**src/design/tis_pkg.sv**
```systemverilog
`timescale 1ns / 1ps
// ----------------------------------------------------------------------------
// tis_pkg
// Shared types and constants of the table interpolating sampler.
// ----------------------------------------------------------------------------
package tis_pkg;

	localparam int TABLE_DEPTH_DEF   = 1024;
	localparam int POS_FRAC_BITS_DEF = 16;

	localparam int LEN_W       = 11;
	localparam int INDEX_W     = 10;
	localparam int VALUE_W     = 16;
	localparam int POS_W       = 32;
	localparam int CFG_INDEX_W = 2;
	localparam int CFG_DATA_W  = 11;

	// cubic weight format and accumulator
	localparam int WEIGHT_BITS = 15;
	localparam int CUBIC_SHIFT = 3 * WEIGHT_BITS + 1;
	localparam int H_W         = 49;
	localparam int H_SPLIT     = 24;
	localparam int ACC_W       = 64;
	localparam int MUL_A_W     = H_W - H_SPLIT;
	localparam int MUL_B_W     = VALUE_W + 1;
	localparam int MUL_P_W     = MUL_A_W + MUL_B_W;

	localparam int SAMPLE_MAX = 32767;
	localparam int SAMPLE_MIN = -32768;

	localparam int QUEUE_DEPTH = 2;

	typedef enum logic [CFG_INDEX_W-1:0] {
		CFG_TABLE_LENGTH  = 2'd0,
		CFG_INTERPOLATION = 2'd1,
		CFG_EDGE_MODE     = 2'd2
	} cfg_index_t;

	localparam logic OP_WRITE      = 1'b0;
	localparam logic OP_QUERY      = 1'b1;
	localparam logic INTERP_LINEAR = 1'b0;
	localparam logic INTERP_CUBIC  = 1'b1;
	localparam logic EDGE_CLAMP    = 1'b0;
	localparam logic EDGE_WRAP     = 1'b1;

	typedef struct packed {
		logic [LEN_W-1:0] table_length;
		logic             interpolation;
		logic             edge_mode;
	} cfg_t;

	typedef struct packed {
		logic                      query;
		logic                      wr_ok;
		logic [INDEX_W-1:0]        entry_index;
		logic signed [VALUE_W-1:0] entry_value;
		logic signed [POS_W-1:0]   position;
		logic                      final_query;
	} item_t;

endpackage

```
**src/design/tis_front.sv**
```systemverilog
`timescale 1ns / 1ps
// ----------------------------------------------------------------------------
// tis_front
// Command intake: registers a beat, tags it as write or query, feeds the queue.
// ----------------------------------------------------------------------------
module tis_front #(
	parameter int TABLE_DEPTH = tis_pkg::TABLE_DEPTH_DEF
) (
	input  logic                               clk,
	input  logic                               arst_n,
	input  logic                               start,
	output logic                               busy,
	input  logic                               operation,
	input  logic [tis_pkg::INDEX_W-1:0]        entry_index,
	input  logic signed [tis_pkg::VALUE_W-1:0] entry_value,
	input  logic signed [tis_pkg::POS_W-1:0]   position,
	input  logic                               final_query,
	output logic                               push_valid,
	output tis_pkg::item_t                     push_item,
	input  logic                               q_full
);

	logic           valid_s1;
	tis_pkg::item_t item_s1;
	logic           take;

	assign busy       = valid_s1 & q_full;
	assign take       = start & ~busy;
	assign push_valid = valid_s1 & ~q_full;
	assign push_item  = item_s1;

	always_ff @(posedge clk or negedge arst_n) begin
		if (!arst_n) begin
			valid_s1 <= 1'b0;
		end else if (take) begin
			valid_s1 <= 1'b1;
		end else if (!q_full) begin
			valid_s1 <= 1'b0;
		end
	end

	always_ff @(posedge clk) begin
		if (take) begin
			item_s1.query       <= (operation == tis_pkg::OP_QUERY);
			// writes past the table depth are dropped
			item_s1.wr_ok       <= (32'(entry_index) < TABLE_DEPTH);
			item_s1.entry_index <= entry_index;
			item_s1.entry_value <= entry_value;
			item_s1.position    <= position;
			item_s1.final_query <= final_query;
		end
	end

endmodule

```
**config.mk**
```make
export PLATFORM = sky130hd
export DESIGN_NAME = tis_front
export DESIGN_NICKNAME = d
export VERILOG_FILES = /design/src/design/tis_pkg.sv /design/src/design/tis_front.sv
export SDC_FILE = /design/constraint.sdc
export NUM_CORES = 1
export LEC_CHECK = 0
export BUFFER_PORTS_ARGS = -buffer_cell sky130_fd_sc_hd__buf_2
export CORE_MARGIN = 1.5
export CORE_UTILIZATION = 45
export CTS_BUF_LIST = sky130_fd_sc_hd__clkbuf_8
export CTS_CLUSTER_SIZE = 16
export DETAILED_ROUTE_END_ITERATION = 8
export PLACE_DENSITY_LB_ADDON = 0.2
export SLEW_MARGIN = 10
export SYNTH_ARGS = -nofsm -noshare
export SYNTH_HDL_FRONTEND = slang
export SYNTH_SLANG_ARGS = --single-unit
```
**constraint.sdc**
```tcl
create_clock -name clk -period 13.7 [get_ports clk]
set_clock_uncertainty 0.1 [all_clocks]
set_input_delay 0.685 -clock clk [delete_from_list [all_inputs] [get_ports clk]]
set_output_delay 0.685 -clock clk [all_outputs]
set_load 0.01 [all_outputs]
```
---- Word-level counts from Yosys, hierarchy flattened ----
Cells that the tools add are included.
storage, ports and cells
  output and inout port bits .............. 63
  input port bits ......................... 64
  bits in registers ....................... 61
  logic and storage cells ................. 14
cells by class
  bitwise logic cells ..................... 5
  muxes and demuxes ....................... 2
  equal/unequal tests ..................... 1
operators with widths
  operator              count
  $and A1 B1 Y1         3
  $mux W1               2
  $ne A2 B1 Y1 const B  1
  $not A1 Y1            2

---- Logic depth before layout (Yosys ltp) ----
  word-level depth ........................ 4
  depth in mapped cells ................... 1
  mapped depth without buffers ............ 1

---- Least setup slack after synthesis ----
No wires, ideal clock.
  kind .................................... input-to-reg
  start point ............................. input port start
  end point ............................... register item_s1, in the netlist push_item[0], enable pin
  data arrival time ....................... 5.069 ns
  setup slack ............................. 7.960 ns
  buffers on the path ..................... 0
  library setup time ...................... 0.570 ns
  stages on the path ...................... 1
  required time ........................... 13.030 ns
  cells stage by stage .................... a21boi_0
between the ends
  longest elaborated chain between the ends .. 1
RTL lines
  item             line             source
  start, declared  tis_front.sv:11  input logic start,
  $and A1 B1 Y1    tis_front.sv:28  assign take = start & ~busy;
  end, declared    tis_front.sv:24  tis_pkg::item_t item_s1;
Every way passes these cells.
A chain may end at the register's enable or synchronous reset.

---- Worst setup path after layout ----
  start point ............................. input port q_full
  end point ............................... output port push_valid
between the ends
  longest elaborated chain between the ends .. 2
RTL lines
  item             line             source
  start, declared  tis_front.sv:20  input logic q_full
  $not A1 Y1       tis_front.sv:29  assign push_valid = valid_s1 & ~q_full;
  $and A1 B1 Y1    tis_front.sv:29
  end, declared    tis_front.sv:18  output logic push_valid,
Every way passes these cells.

==> load_flow_metrics.sql <==
INSERT INTO impl_metrics (metric_group, metric, value, unit) VALUES
('outcome', 'run_status', 'finished, final reports clean', ''),
('synthesis', 'postSynthCellCount', '67', ''),
('sta', 'finalCritPeriodShare', '0.1419', ''),
('synthesis', 'synth_compound_gate_area_share', '0.008696', ''),
('die', 'rows', '23', ''),
('sta', 'final.min_clock_period', '1.944', 'ns'),
('routing', 'vias', '1128', ''),
('layout', 'insertedDiodeCount', '0', ''),
('die', 'ioPinCount', '127', ''),
('critical_path', 'r2r_start', 'valid_s1$_DFFE_PN0P_', ''),
('sta', 'grt_setup_unrepaired', 'no', ''),
('layout', 'layout-drive-gt1-share', '0.6731', ''),
('sta', 'fin_ws', '11.76', 'ns'),
('critical_path', 'rr_worst_depth', '2', ''),
('global_routing', 'grt_pass1_wl', '4.885', 'mm'),
('critical_path', 'r2r_setup_slack', '12.08', 'ns'),
('synthesis', 'yosysTopAreaCell', 'sky130_fd_sc_hd__edfxtp_1', ''),
('die', 'coreArea', '4000', 'um2'),
('power', 'leakage', '0.001197', 'uW'),
('clocking', 'clk_latency', '0.32', 'ns'),
('clocking', 'ctsRootBufferMaster', 'sky130_fd_sc_hd__clkbuf_8', ''),
('synthesis', 'synth_simple_gate_area_frac', '0.008696', ''),
('run', 'cap_viol_max_count', '0', ''),
('synthesis', 'yosys_register_bits', '61', ''),
('synthesis', 'synth.area.top_cells', 'sky130_fd_sc_hd__edfxtp_1 96%, sky130_fd_sc_hd__dfrtp_1 1.3%, sky130_fd_sc_hd__a21o_2 0.47%', ''),
('clocking', 'cts_buffers', '9', ''),
('synthesis', 'synth_top_family_by_area', 'compound AO/OA/AOI/OAI gates', ''),
('global_routing', 'pin_count_of_the_biggest_net_entering_global_routing', '61', ''),
('placement', 'dpl_worst_slack', '11.65', 'ns'),
('layout', 'n_fill_cell', '291', ''),
('clocking', 'cts.hold.buffers_added', '0', ''),
('critical_path', 'endpoint', 'push_valid', ''),
('clocking', 'cts-root-to-sink-buffers', '2', ''),
('critical_path', 'worst-path-max-fanout', '4', ''),
('synthesis', 'synth_cell_types', '8', ''),
('layout', 'final_net_count', '267', ''),
('power', 'power.density_cell_area', '135.9', 'nW/um2'),
('placement', 'dp.cells', '242', ''),
('sta', 'slew_viol_final', '0', ''),
('routing', 'number_of_nets_with_antenna_violations_after_routing', '0', ''),
('synthesis', 'synth-warning-count', '0', ''),
('synthesis', 'synth.net_count', '131', ''),
('sta', 'setup-violations-final', '0', ''),
('synthesis', 'synthDominantCellAreaShare', '0.9632', ''),
('routing', 'initialDrtViolationCount', '55', ''),
('placement', 'numPortBuffers', '125', ''),
('layout', 'instances_no_fill', '258', ''),
('synthesis', 'synth.avg_cell_area', '27.92', 'um2'),
('critical_path', 'cp-end-kind', 'output pin', ''),
('die', 'floorplan.initialDensity', '0.4676', ''),
('global_routing', 'grt_pass1_vias', '1098', ''),
('clocking', 'postCtsSetupRepairBufs', '0', ''),
('die', 'chipWidth', '67.47', 'um'),
('global_routing', 'grt.total_usage', '0.1632', ''),
('routing', 'route.detailed.vias_per_inst', '4.372', ''),
('critical_path', 'worstPathRequired', '12.91', 'ns'),
('sta', 'fin_tns_setup', '0', 'ns'),
('clocking', 'clk_pin_slew', '0.06', 'ns'),
('sta', 'finalHoldViolations', '0', ''),
('sta', 'tightest_slew', '0.7012', 'ns'),
('critical_path', 'crit_path_start_kind', 'input port', ''),
('synthesis', 'post_synth_fa_ha_maj_area_fraction', '0', ''),
('clocking', 'tritoncts', 'yes', ''),
('die', 'die_h', '67.47', 'um'),
('clocking', 'cts_repair_resize_count', '0', ''),
('sta', 'max_freq', '514.3', 'MHz'),
('critical_path', 'timing.critical_path.arrival', '1.16', 'ns'),
('sta', 'slew_headroom', '0.5325', ''),
('layout', 'synthToLayoutAreaGrowth', '45.48', '%'),
('power', 'vdd.ir_drop.worst', '78.92', 'uV'),
('placement', 'routability_cong', '0.6540', '');
-- worst max-delay path, cell delays in order --
cell and delay [ns]:
sky130_fd_sc_hd__buf_2 0.13, sky130_fd_sc_hd__and2b_2 0.21, sky130_fd_sc_hd__buf_2 0.13
-- layer usage --
metal,wire (um),track usage
met1,1156,0.1459
met2,1898,0.2721
met3,424,0.1000
met4,63,0.1046
met5,0,0
-- stage by stage --
stage | area, um2 | power [uW] | util
final | 2721 | 369.7 | 0.6803
after global routing | 2721 | 383.4 | 0.6803
after CTS | 2721 | 372.6 | 0.6803
after detailed placement | 2570 | 253.7 | 0.6425
after global placement | 2570 | 252.2 | 0.6425
after floorplan | 1871 | 235.7 | -
-- final cells by class --
class	instances	area [um2]	area share
clock inverter	7	27.53	0.01011
tap	50	62.56	0.02299
multi-input combinational	5	47.55	0.01747
sequential	61	1827	0.6713
clock buffer	9	123.9	0.04552
timing repair buffer	126	633.1	0.2326
-- power breakdown --
group | total [uW] | leakage [uW] | internal, uW | switching, uW
registers | 220 | 0.000582 | 218 | 2.39
logic | 29.2 | 0.000522 | 13.5 | 15.7
clock network | 120 | 0.0000931 | 61.2 | 59.2
-- cells by family (layout without fill, tap and decap cells) --
| kind of cell | Yosys count | after routing |
|---|---|---|
| flip-flops | 61 | 61 |
| buffers and inverters | 1 | 142 |
| AND/OR/NAND/NOR | 2 | 2 |
| other | 1 | 1 |
| AO/OA/AOI/OAI | 2 | 2 |
-- cell usage after synthesis --
master / number
sky130_fd_sc_hd__edfxtp_1: 60
sky130_fd_sc_hd__a21boi_0: 1
sky130_fd_sc_hd__a21o_2: 1
sky130_fd_sc_hd__and2_2: 1
sky130_fd_sc_hd__and2b_2: 1
sky130_fd_sc_hd__buf_4: 1
sky130_fd_sc_hd__conb_1: 1
sky130_fd_sc_hd__dfrtp_1: 1
-- how the worst min path moves through the flow --
stage               startpoint                    to  cells past startpoint
floorplan               arst_n  valid_s1$_DFFE_PN0P_                      0
global route            arst_n  valid_s1$_DFFE_PN0P_                      1
CTS                     arst_n  valid_s1$_DFFE_PN0P_                      1
finish                  arst_n  valid_s1$_DFFE_PN0P_                      1
detailed placement      arst_n  valid_s1$_DFFE_PN0P_                      1
global placement        arst_n  valid_s1$_DFFE_PN0P_                      1
-- registers in the layout (all words and copies together) (netlist names) --
signal     flops
push_item     60
valid_s1       1
-- cells in the final DEF, fill, tap and decap left out, drive strengths merged --
cell type,Yosys,final
edfxtp,60,60
inv,0,4
and2b,1,1
clkinv,0,3
a21boi,1,1
dfrtp,1,1
buf,1,126
a21o,1,1
and2,1,1
clkbuf,0,9
conb,1,1
No activity file was read; power rests on OpenSTA's default activity.
