--- config.mk ---
export PLATFORM = sky130hd
export DESIGN_NAME = tis_queue
export DESIGN_NICKNAME = d
export VERILOG_FILES = /design/src/design/tis_pkg.sv /design/src/design/tis_queue.sv
export SDC_FILE = /design/constraint.sdc
export NUM_CORES = 1
export LEC_CHECK = 0
export ABC_AREA = 1
export ABC_CLOCK_PERIOD_IN_PS = 3200
export BUFFER_PORTS_ARGS = -buffer_cell sky130_fd_sc_hd__buf_2
export CAP_MARGIN = 25
export CORE_ASPECT_RATIO = 1.5
export CORE_MARGIN = 3
export CORE_UTILIZATION = 37
export DETAILED_ROUTE_END_ITERATION = 12
export PLACE_DENSITY_LB_ADDON = 0.05
export SLEW_MARGIN = 20
export SYNTH_ARGS = -nofsm -noshare
export SYNTH_HDL_FRONTEND = slang
export SYNTH_SLANG_ARGS = --single-unit
--- constraint.sdc ---
create_clock -name clk -period 3.2 [get_ports clk]
set_input_delay 0.16 -clock clk [delete_from_list [all_inputs] [get_ports clk]]
set_output_delay 0.16 -clock clk [all_outputs]
set_load 0.01 [all_outputs]
--- src/design/tis_pkg.sv ---
`timescale 1ns / 1ps
// ----------------------------------------------------------------------------
// tis_pkg
// Shared types and constants of the table interpolating sampler.
// ----------------------------------------------------------------------------
package tis_pkg;

	localparam int TABLE_DEPTH_DEF   = 1024;
	localparam int POS_FRAC_BITS_DEF = 16;

	localparam int LEN_W       = 11;
	localparam int INDEX_W     = 10;
	localparam int VALUE_W     = 16;
	localparam int POS_W       = 32;
	localparam int CFG_INDEX_W = 2;
	localparam int CFG_DATA_W  = 11;

	// cubic weight format and accumulator
	localparam int WEIGHT_BITS = 15;
	localparam int CUBIC_SHIFT = 3 * WEIGHT_BITS + 1;
	localparam int H_W         = 49;
	localparam int H_SPLIT     = 24;
	localparam int ACC_W       = 64;
	localparam int MUL_A_W     = H_W - H_SPLIT;
	localparam int MUL_B_W     = VALUE_W + 1;
	localparam int MUL_P_W     = MUL_A_W + MUL_B_W;

	localparam int SAMPLE_MAX = 32767;
	localparam int SAMPLE_MIN = -32768;

	localparam int QUEUE_DEPTH = 2;

	typedef enum logic [CFG_INDEX_W-1:0] {
		CFG_TABLE_LENGTH  = 2'd0,
		CFG_INTERPOLATION = 2'd1,
		CFG_EDGE_MODE     = 2'd2
	} cfg_index_t;

	localparam logic OP_WRITE      = 1'b0;
	localparam logic OP_QUERY      = 1'b1;
	localparam logic INTERP_LINEAR = 1'b0;
	localparam logic INTERP_CUBIC  = 1'b1;
	localparam logic EDGE_CLAMP    = 1'b0;
	localparam logic EDGE_WRAP     = 1'b1;

	typedef struct packed {
		logic [LEN_W-1:0] table_length;
		logic             interpolation;
		logic             edge_mode;
	} cfg_t;

	typedef struct packed {
		logic                      query;
		logic                      wr_ok;
		logic [INDEX_W-1:0]        entry_index;
		logic signed [VALUE_W-1:0] entry_value;
		logic signed [POS_W-1:0]   position;
		logic                      final_query;
	} item_t;

endpackage

--- src/design/tis_queue.sv ---
`timescale 1ns / 1ps
// ----------------------------------------------------------------------------
// tis_queue
// Short FIFO of tagged items between intake and engine.
// ----------------------------------------------------------------------------
module tis_queue (
	input  logic           clk,
	input  logic           arst_n,
	input  logic           push,
	input  tis_pkg::item_t push_item,
	output logic           full,
	input  logic           pop,
	output logic           valid,
	output tis_pkg::item_t item
);

	localparam int QD  = tis_pkg::QUEUE_DEPTH;
	localparam int PW  = (QD > 1) ? $clog2(QD) : 1;
	localparam int CNW = $clog2(QD + 1);

	tis_pkg::item_t    slots_q [QD];
	logic [PW-1:0]     wr_ptr_q;
	logic [PW-1:0]     rd_ptr_q;
	logic [CNW-1:0]    count_q;

	assign full  = (count_q == CNW'(QD));
	assign valid = (count_q != '0);
	assign item  = slots_q[rd_ptr_q];

	always_ff @(posedge clk or negedge arst_n) begin
		if (!arst_n) begin
			wr_ptr_q <= '0;
			rd_ptr_q <= '0;
			count_q  <= '0;
		end else begin
			if (push) begin
				wr_ptr_q <= (wr_ptr_q == PW'(QD - 1)) ? '0 : wr_ptr_q + 1'b1;
			end
			if (pop) begin
				rd_ptr_q <= (rd_ptr_q == PW'(QD - 1)) ? '0 : rd_ptr_q + 1'b1;
			end
			if (push && !pop) begin
				count_q <= count_q + 1'b1;
			end else if (pop && !push) begin
				count_q <= count_q - 1'b1;
			end
		end
	end

	always_ff @(posedge clk) begin
		if (push) begin
			slots_q[wr_ptr_q] <= push_item;
		end
	end

endmodule

* Yosys cells after proc, flatten, opt, wreduce, memory -nomap -nowiden *
Memories as Yosys holds them, arrays and structs flattened.
Index checks and enable logic that the tools add are counted.

storage, ports and cells
  register bits after elaboration = 4
  memory bits (writable) = 122
  output and inout bits = 63
  logic and storage cells = 21
  memories = 1

memories
  name     depth  bits a word  rd ports  clocked after Yosys merged registers in  write ports  RTL line         source
  slots_q  2      61           1         0                                        1            tis_queue.sv:21  tis_pkg::item_t slots_q [QD];

cells by class
  add/sub/neg operators = 4
  equal/unequal tests = 1
  multiplexer cells = 6
  reductions and logical operators = 6

operators with widths
  kind                                                                 count
  1-bit two-way mux                                                    4
  2-bit two-way mux                                                    2
  2-bit nonzero test                                                   2
  1-bit adder (second input constant)                                  2
  2-bit by 1-bit adder with 2-bit output (second input constant)       1
  2-bit == test (second input constant)                                1
  1-bit logical AND                                                    2
  1-bit zero test                                                      2
  2-bit by 1-bit subtractor with 2-bit output (second input constant)  1

* Logic depth before layout (Yosys ltp) *
Gate-level depths: netlist of run 1.

  depth in word-level cells = 4
  gate-level depth with buffers = 7
  gate-level depth less buffers = 7

* Least setup slack after synthesis of run 1 *
Ideal clock, no wire load.

  path type = register -> register
  start point = register wr_ptr_q
  end point = memory slots_q[0][0] (netlist bit), enable pin
  library setup time = 482 ps
  data arrival time = 2963 ps
  data required time = 2718 ps
  setup slack = -245 ps
  cell stages (with the launch flop) = 2
  path buffers = 0
  clock period less this slack = 3445 ps
  cell sequence = dfrtp_1 -> nor2_1

RTL lines
  element                 RTL line         source
  from (decl)             tis_queue.sv:22  logic [PW-1:0] wr_ptr_q;
  from (signal assigned)  tis_queue.sv:37  wr_ptr_q <= (wr_ptr_q == PW'(QD - 1)) ? '0 : wr_ptr_q + 1'b1;
  to (decl)               tis_queue.sv:21

Straight into the memory's write port.

==> impl_metrics.py, run 1 <==
metrics = {
    "run_status": {
        "status": "finished, final reports clean",
    },
    "floorplan": {
        "std_cell_rows": 50,
        "start_util_pct": 38.7,
        "die_y_um": 147,
        "die_width_um": 100,
        "io_pins": 128,
        "core_area_sq_mm": 0.0127,
        "die_area_sq_mm": 0.0147,
    },
    "min_path": {
        "worstHoldPathType": "in -> async",
    },
    "power": {
        "peakVddDrop_mv": 0.505,
        "power.leakage_uw": 0.00284,
        "power.density_mw_per_mm2": 860,
    },
    "grt": {
        "grt_pass1_wl_um": 14500,
        "track_usage_pct": 13.1,
        "overflow": 0,
        "grt_max_degree": 43,
        "first_global_vias": 2929,
        "antenna_found_initial": 0,
    },
    "finish": {
        "register_area_sq_mm": 0.00377,
        "synthToLayoutAreaGrowth_pct": 40.6,
        "layout-drive-gt1-share_pct": 50.2,
        "multi_input_area_sq_um": 996,
        "layout_common_cells": "buf_2, edfxtp_1, dlygate4sd3_1",
        "nNetsFinal": 487,
        "layout_commonest_cell": "buf_2",
        "nFillCells": 1053,
        "antenna_cells": 0,
    },
    "timing": {
        "setup_violations": 0,
        "drv_slew": 0,
        "fin_worst_skew_ns": 0.00691,
        "worst_slack_ns": 0.981,
        "rsz0062_at_grt": "false",
        "fin_crit_sh_pct": 69.3,
        "tightest_slew_ns": 0.681,
        "period_needed_ns": 2.22,
        "slew-limit-headroom_pct": 54.6,
        "fmax_mhz": 451,
        "tns_ns": 0,
        "hold_violations": 0,
    },
    "routing": {
        "drc": 0,
        "finalWirelength_um": 9070,
        "post_drt_wl_per_cell_um": 15.4,
        "vias": 2570,
        "dr.pass1.iters": 3,
        "antenna_left": 0,
        "drt_iter0_drc": 59,
        "vias_per_cell": 4.37,
    },
    "clock_tree": {
        "clk_pin_slew_ns": 0.05,
        "cts-resized-gates": 0,
        "cts_tree": "built",
        "cts_buffer_depth": 2,
        "h-tree-depth": 4,
        "post_cts_buffers": 0,
        "insertion_delay_ns": 0.40,
        "cts-root-buf": "clkbuf_16",
        "cts_buffers": 17,
        "cts.sinks": 126,
        "cts.hold.buffers_added": 64,
    },
    "setup_path": {
        "critical_path_required_ns": 3.04,
        "cp-end-kind": "output pin",
        "critPathMaxFanout": 35,
        "critical_path_arrival_ns": 2.06,
        "startpoint_type": "register",
        "worstSetupPathType": "reg -> out",
    },
    "synthesis": {
        "syn_area_sq_mm": 0.00491,
        "ys_ff_latch": 126,
        "synth_cells": 215,
        "avgSynthCellArea_sq_um": 22.8,
        "synth_nets": 281,
        "synthDistinctLibCells": 14,
        "ys_warn_count": 0,
        "ys_seq_area_share_pct": 76.7,
    },
    "place": {
        "place_ws_ns": 1.33,
        "place_congestion": 0.645,
        "numPortBuffers": 127,
        "hpwlAfterDp_um": 5800,
    },
    "job": {
        "drv_cap": 0,
    },
}
cells in the mapped netlist:
master,number,area (sq um)
nor2_1,2,7.51
inv_1,7,26.3
dfrtp_1,4,100
buf_6,1,11.3
mux2_2,2,22.5
nand3_1,1,5.00
xnor2_1,1,8.76
xor2_1,2,17.5
nand4_1,1,6.26
ha_1,1,12.5
nand2_1,6,22.5
mux2_4,59,886
buf_12,6,120
edfxtp_1,122,3660
report_power, final:
group | internal (uW) | total (uW) | switching (uW)
logic | 918 | 1650 | 729
registers | 2200 | 2400 | 208
clock network | 1280 | 1880 | 608
total | 4390 | 5940 | 1550
registers in the layout, indices dropped and copies added, names as in the netlist:
name / cells
wr_ptr_q: 1
slots_q: 122
rd_ptr_q: 1
count_q: 2
critical path, stage by stage (launching register included):
cell and delay [ns]:
dfrtp_4 0.86, buf_12 0.31, mux2_4 0.32, buf_2 0.14
per-layer routing:
layer | track usage [%] | part of all wire [%] | vias up
met5 | 0 | 0 | -
met4 | 4.86 | 1.2 | 0
met3 | 4.70 | 6.2 | 7
met2 | 23.4 | 55 | 81
met1 | 14.0 | 38 | 1232
li1 | - | - | 1250
final timing paths:
path                                              from                  endpoint  slack, ns  cells past startpoint
worst max-delay path              rd_ptr_q$_DFFE_PN0P_                  item[15]       0.98                      3
worst min-delay path                            arst_n    count_q[0]$_DFFE_PN0P_       0.11                      2
worst max register to register    wr_ptr_q$_DFFE_PN0P_  slots_q[0][58]$_DFFE_PP_       1.55                      2
worst min register to register  count_q[1]$_DFFE_PN0P_    count_q[1]$_DFFE_PN0P_       0.48                      2
max in group asynchronous                       arst_n      rd_ptr_q$_DFFE_PN0P_       2.95                      2
min in group clk                         push_item[15]  slots_q[0][15]$_DFFE_PP_       0.48                      2
final cells by class:
type | count | area share, %
Timing Repair Buffer | 194 | 19.4
Sequential cell | 126 | 54.6
Clock buffer | 19 | 6.27
Tap cell | 156 | 2.83
Multi-Input combinational cell | 75 | 14.4
Inverter | 7 | 0.381
Clock inverter | 11 | 2.16
through the flow:
step / total power [uW] / instance area, sq um / util, % / std cells / hold slack, ns
finish: 5940 / 6900 / 54.4 / 588 / 0.110
global route: 6240 / 6900 / 54.4 / 588 / 0.110
detailed placement: 4080 / 5680 / 44.7 / 494 / -0.0273
CTS: 6050 / 6900 / 54.4 / 588 / 0.107
floorplan: 3620 / 4910 / - / 215 / -0.136
global placement: 4070 / 5680 / 44.7 / 494 / -0.0289
cells by family (layout without fill, tap and decap cells):
| kind of cell | count (synthesis) | in the layout | share of synthesized area (%) |
|---|---|---|---|
| DFF | 126 | 126 | 76.7 |
| muxes | 61 | 61 | 18.5 |
| buffers and inverters | 14 | 231 | 3.21 |
| and+or+nand+nor | 10 | 10 | 0.841 |
| xor gates and xnor gates | 3 | 3 | 0.535 |
| adders and majority gates | 1 | 1 | 0.255 |
No activity file was read; power rests on OpenSTA's default activity.
==> run 2: changes to the inputs <==
- ABC_CLOCK_PERIOD_IN_PS: 3200 -> 1800
- clock period: 3.2 -> 1.8 ns (I/O delays scaled with it)
==> run 2 against run 1 <==
Net effect: clock-buffer cell count stayed put; critical path depth unchanged; largest cell class unchanged; global-route usage shrank 0.26 points; combinational power up 100%.
==> impl_metrics.py, run 2 (same netlist as run 1, synthesis figures left out) <==
metrics = {
    "run_status": {
        "status": "finished, final reports clean",
    },
    "floorplan": {
        "std_cell_rows": 50,
        "die_width_um": 100,
        "die_y_um": 147,
        "io_pins": 128,
        "core_area_sq_mm": 0.0127,
        "die_area_sq_mm": 0.0147,
        "start_util_pct": 38.7,
    },
    "finish": {
        "largest-register": "slots_q",
        "layout_common_cells": "buf_2, edfxtp_1, dlygate4sd3_1",
        "largest_register_ffs": 122,
        "antenna_cells": 0,
        "nFillCells": 1044,
        "multi_input_area_sq_um": 996,
        "register_area_sq_mm": 0.00377,
        "layout_commonest_cell": "buf_2",
        "nNetsFinal": 495,
        "synthToLayoutAreaGrowth_pct": 42.2,
        "final_area_sq_mm": 0.00698,
        "layout-drive-gt1-share_pct": 51.5,
        "biggestRegsByFlops": "slots_q x122, count_q x2",
    },
    "timing": {
        "fin_worst_skew_ns": 0.00800,
        "period_needed_ns": 1.70,
        "rsz0062_at_grt": "false",
        "fmax_mhz": 588,
        "tns_ns": 0,
        "drv_slew": 0,
        "hold_violations": 0,
        "tightest_slew_ns": 0.407,
        "setup_violations": 0,
        "slew-limit-headroom_pct": 72.8,
        "worst_slack_ns": 0.0981,
        "fin_crit_sh_pct": 94.5,
    },
    "min_path": {
        "worstHoldPathType": "in -> async",
    },
    "grt": {
        "grt_max_degree": 35,
        "track_usage_pct": 12.8,
        "first_global_vias": 2913,
        "overflow": 0,
        "antenna_found_initial": 0,
        "grt_pass1_wl_um": 14000,
    },
    "power": {
        "power.leakage_uw": 0.00287,
        "peakVddDrop_mv": 0.823,
        "fin_total_pwr_uw": 10600,
        "power.density_mw_per_mm2": 1520,
    },
    "job": {
        "drv_cap": 0,
    },
    "place": {
        "place_congestion": 0.711,
        "hpwlAfterDp_um": 5830,
        "numPortBuffers": 127,
        "place_ws_ns": 0.325,
        "post_dp_cell_area_sq_mm": 0.00575,
    },
    "routing": {
        "drt_iter0_drc": 65,
        "vias_per_cell": 4.42,
        "drc": 0,
        "dr.pass1.iters": 4,
        "vias": 2628,
        "antenna_left": 0,
        "finalWirelength_um": 8950,
        "post_drt_wl_per_cell_um": 15.0,
    },
    "clock_tree": {
        "cts-root-buf": "clkbuf_16",
        "cts-resized-gates": 0,
        "cts_tree": "built",
        "clk_pin_slew_ns": 0.05,
        "h-tree-depth": 4,
        "insertion_delay_ns": 0.39,
        "cts_buffers": 17,
        "cts.sinks": 126,
        "cts_buffer_depth": 2,
    },
    "setup_path": {
        "slowest_stage": "dfrtp_4",
        "critical_path_arrival_ns": 1.61,
        "critical_path_required_ns": 1.71,
        "critPathMaxFanout": 7,
        "path_delay_family": "flip-flops",
        "worstSetupPathType": "reg -> out",
        "startpoint_type": "register",
        "cpPeakStageDelay_ns": 0.55,
        "cp.buffers_inverters": 2,
        "r2r-end": "slots_q[0][12]$_DFFE_PP_",
        "r2r-start": "wr_ptr_q$_DFFE_PN0P_",
        "cp-end-kind": "output pin",
        "r2r.worst_path.cells": 2,
        "regToRegSetupSlack_ns": 0.48,
        "cp.depth": 3,
        "crit_chain": "buf_4 > mux2_4 > buf_2",
        "cp-startpoint": "rd_ptr_q$_DFFE_PN0P_",
        "crit_path_end": "item[29]",
    },
}
==> run 2: where the power goes <==
part           switching [uW]  total, uW  internal, uW
Sequential                190       4100          3910
Combinational            1500       3300          1800
Clock                    1080       3200          2130
Total                    2770      10600          7830
==> run 2: layout make-up <==
| type | instances | area share (%) |
|---|---|---|
| clock buffers | 19 | 6.20 |
| inverters | 7 | 0.430 |
| well taps | 156 | 2.80 |
| clock inverters | 10 | 1.77 |
| multi-input cells | 75 | 14.3 |
| repair buffers | 202 | 20.5 |
| flip-flops and latches | 126 | 54.0 |
==> run 2: metrics by stage <==
stage               std cells  utilization [%]  hold slack (ns)
finish                    595             55.0           0.0321
global route              595             55.0           0.0374
CTS                       595             55.0           0.0135
detailed placement        499             45.3          -0.0977
global placement          499             45.3          -0.0981
floorplan                 215                -           -0.206
==> run 2: worst min path at each step <==
stage / from / to / slack (ns) / cells past startpoint
floorplan: arst_n / count_q[0]$_DFFE_PN0P_ / -0.21 / 0
global placement: arst_n / count_q[0]$_DFFE_PN0P_ / -0.1 / 1
detailed placement: arst_n / count_q[0]$_DFFE_PN0P_ / -0.1 / 1
CTS: arst_n / count_q[0]$_DFFE_PN0P_ / 0.01 / 2
global route: arst_n / count_q[0]$_DFFE_PN0P_ / 0.04 / 2
finish: arst_n / count_q[0]$_DFFE_PN0P_ / 0.03 / 2
==> run 2: repair_timing <==
item | in CTS | in global routing
hold endpoints to repair | 128 | 0
hold buffers | 64 | 0
endpoints found under the setup margin | 48 | 0
setup buffers | 3 | 0
==> run 2: routing by layer <==
| layer | wire (um) | vias to the layer above | GRT usage (%) | part of all wire, % |
|---|---|---|---|---|
| li1 | - | 1261 | - | - |
| met1 | 3210 | 1276 | 12.3 | 36 |
| met2 | 5100 | 81 | 24.0 | 57 |
| met3 | 524 | 10 | 4.99 | 5.9 |
| met4 | 114 | 0 | 5.12 | 1.3 |
| met5 | 0 | - | 0 | 0 |
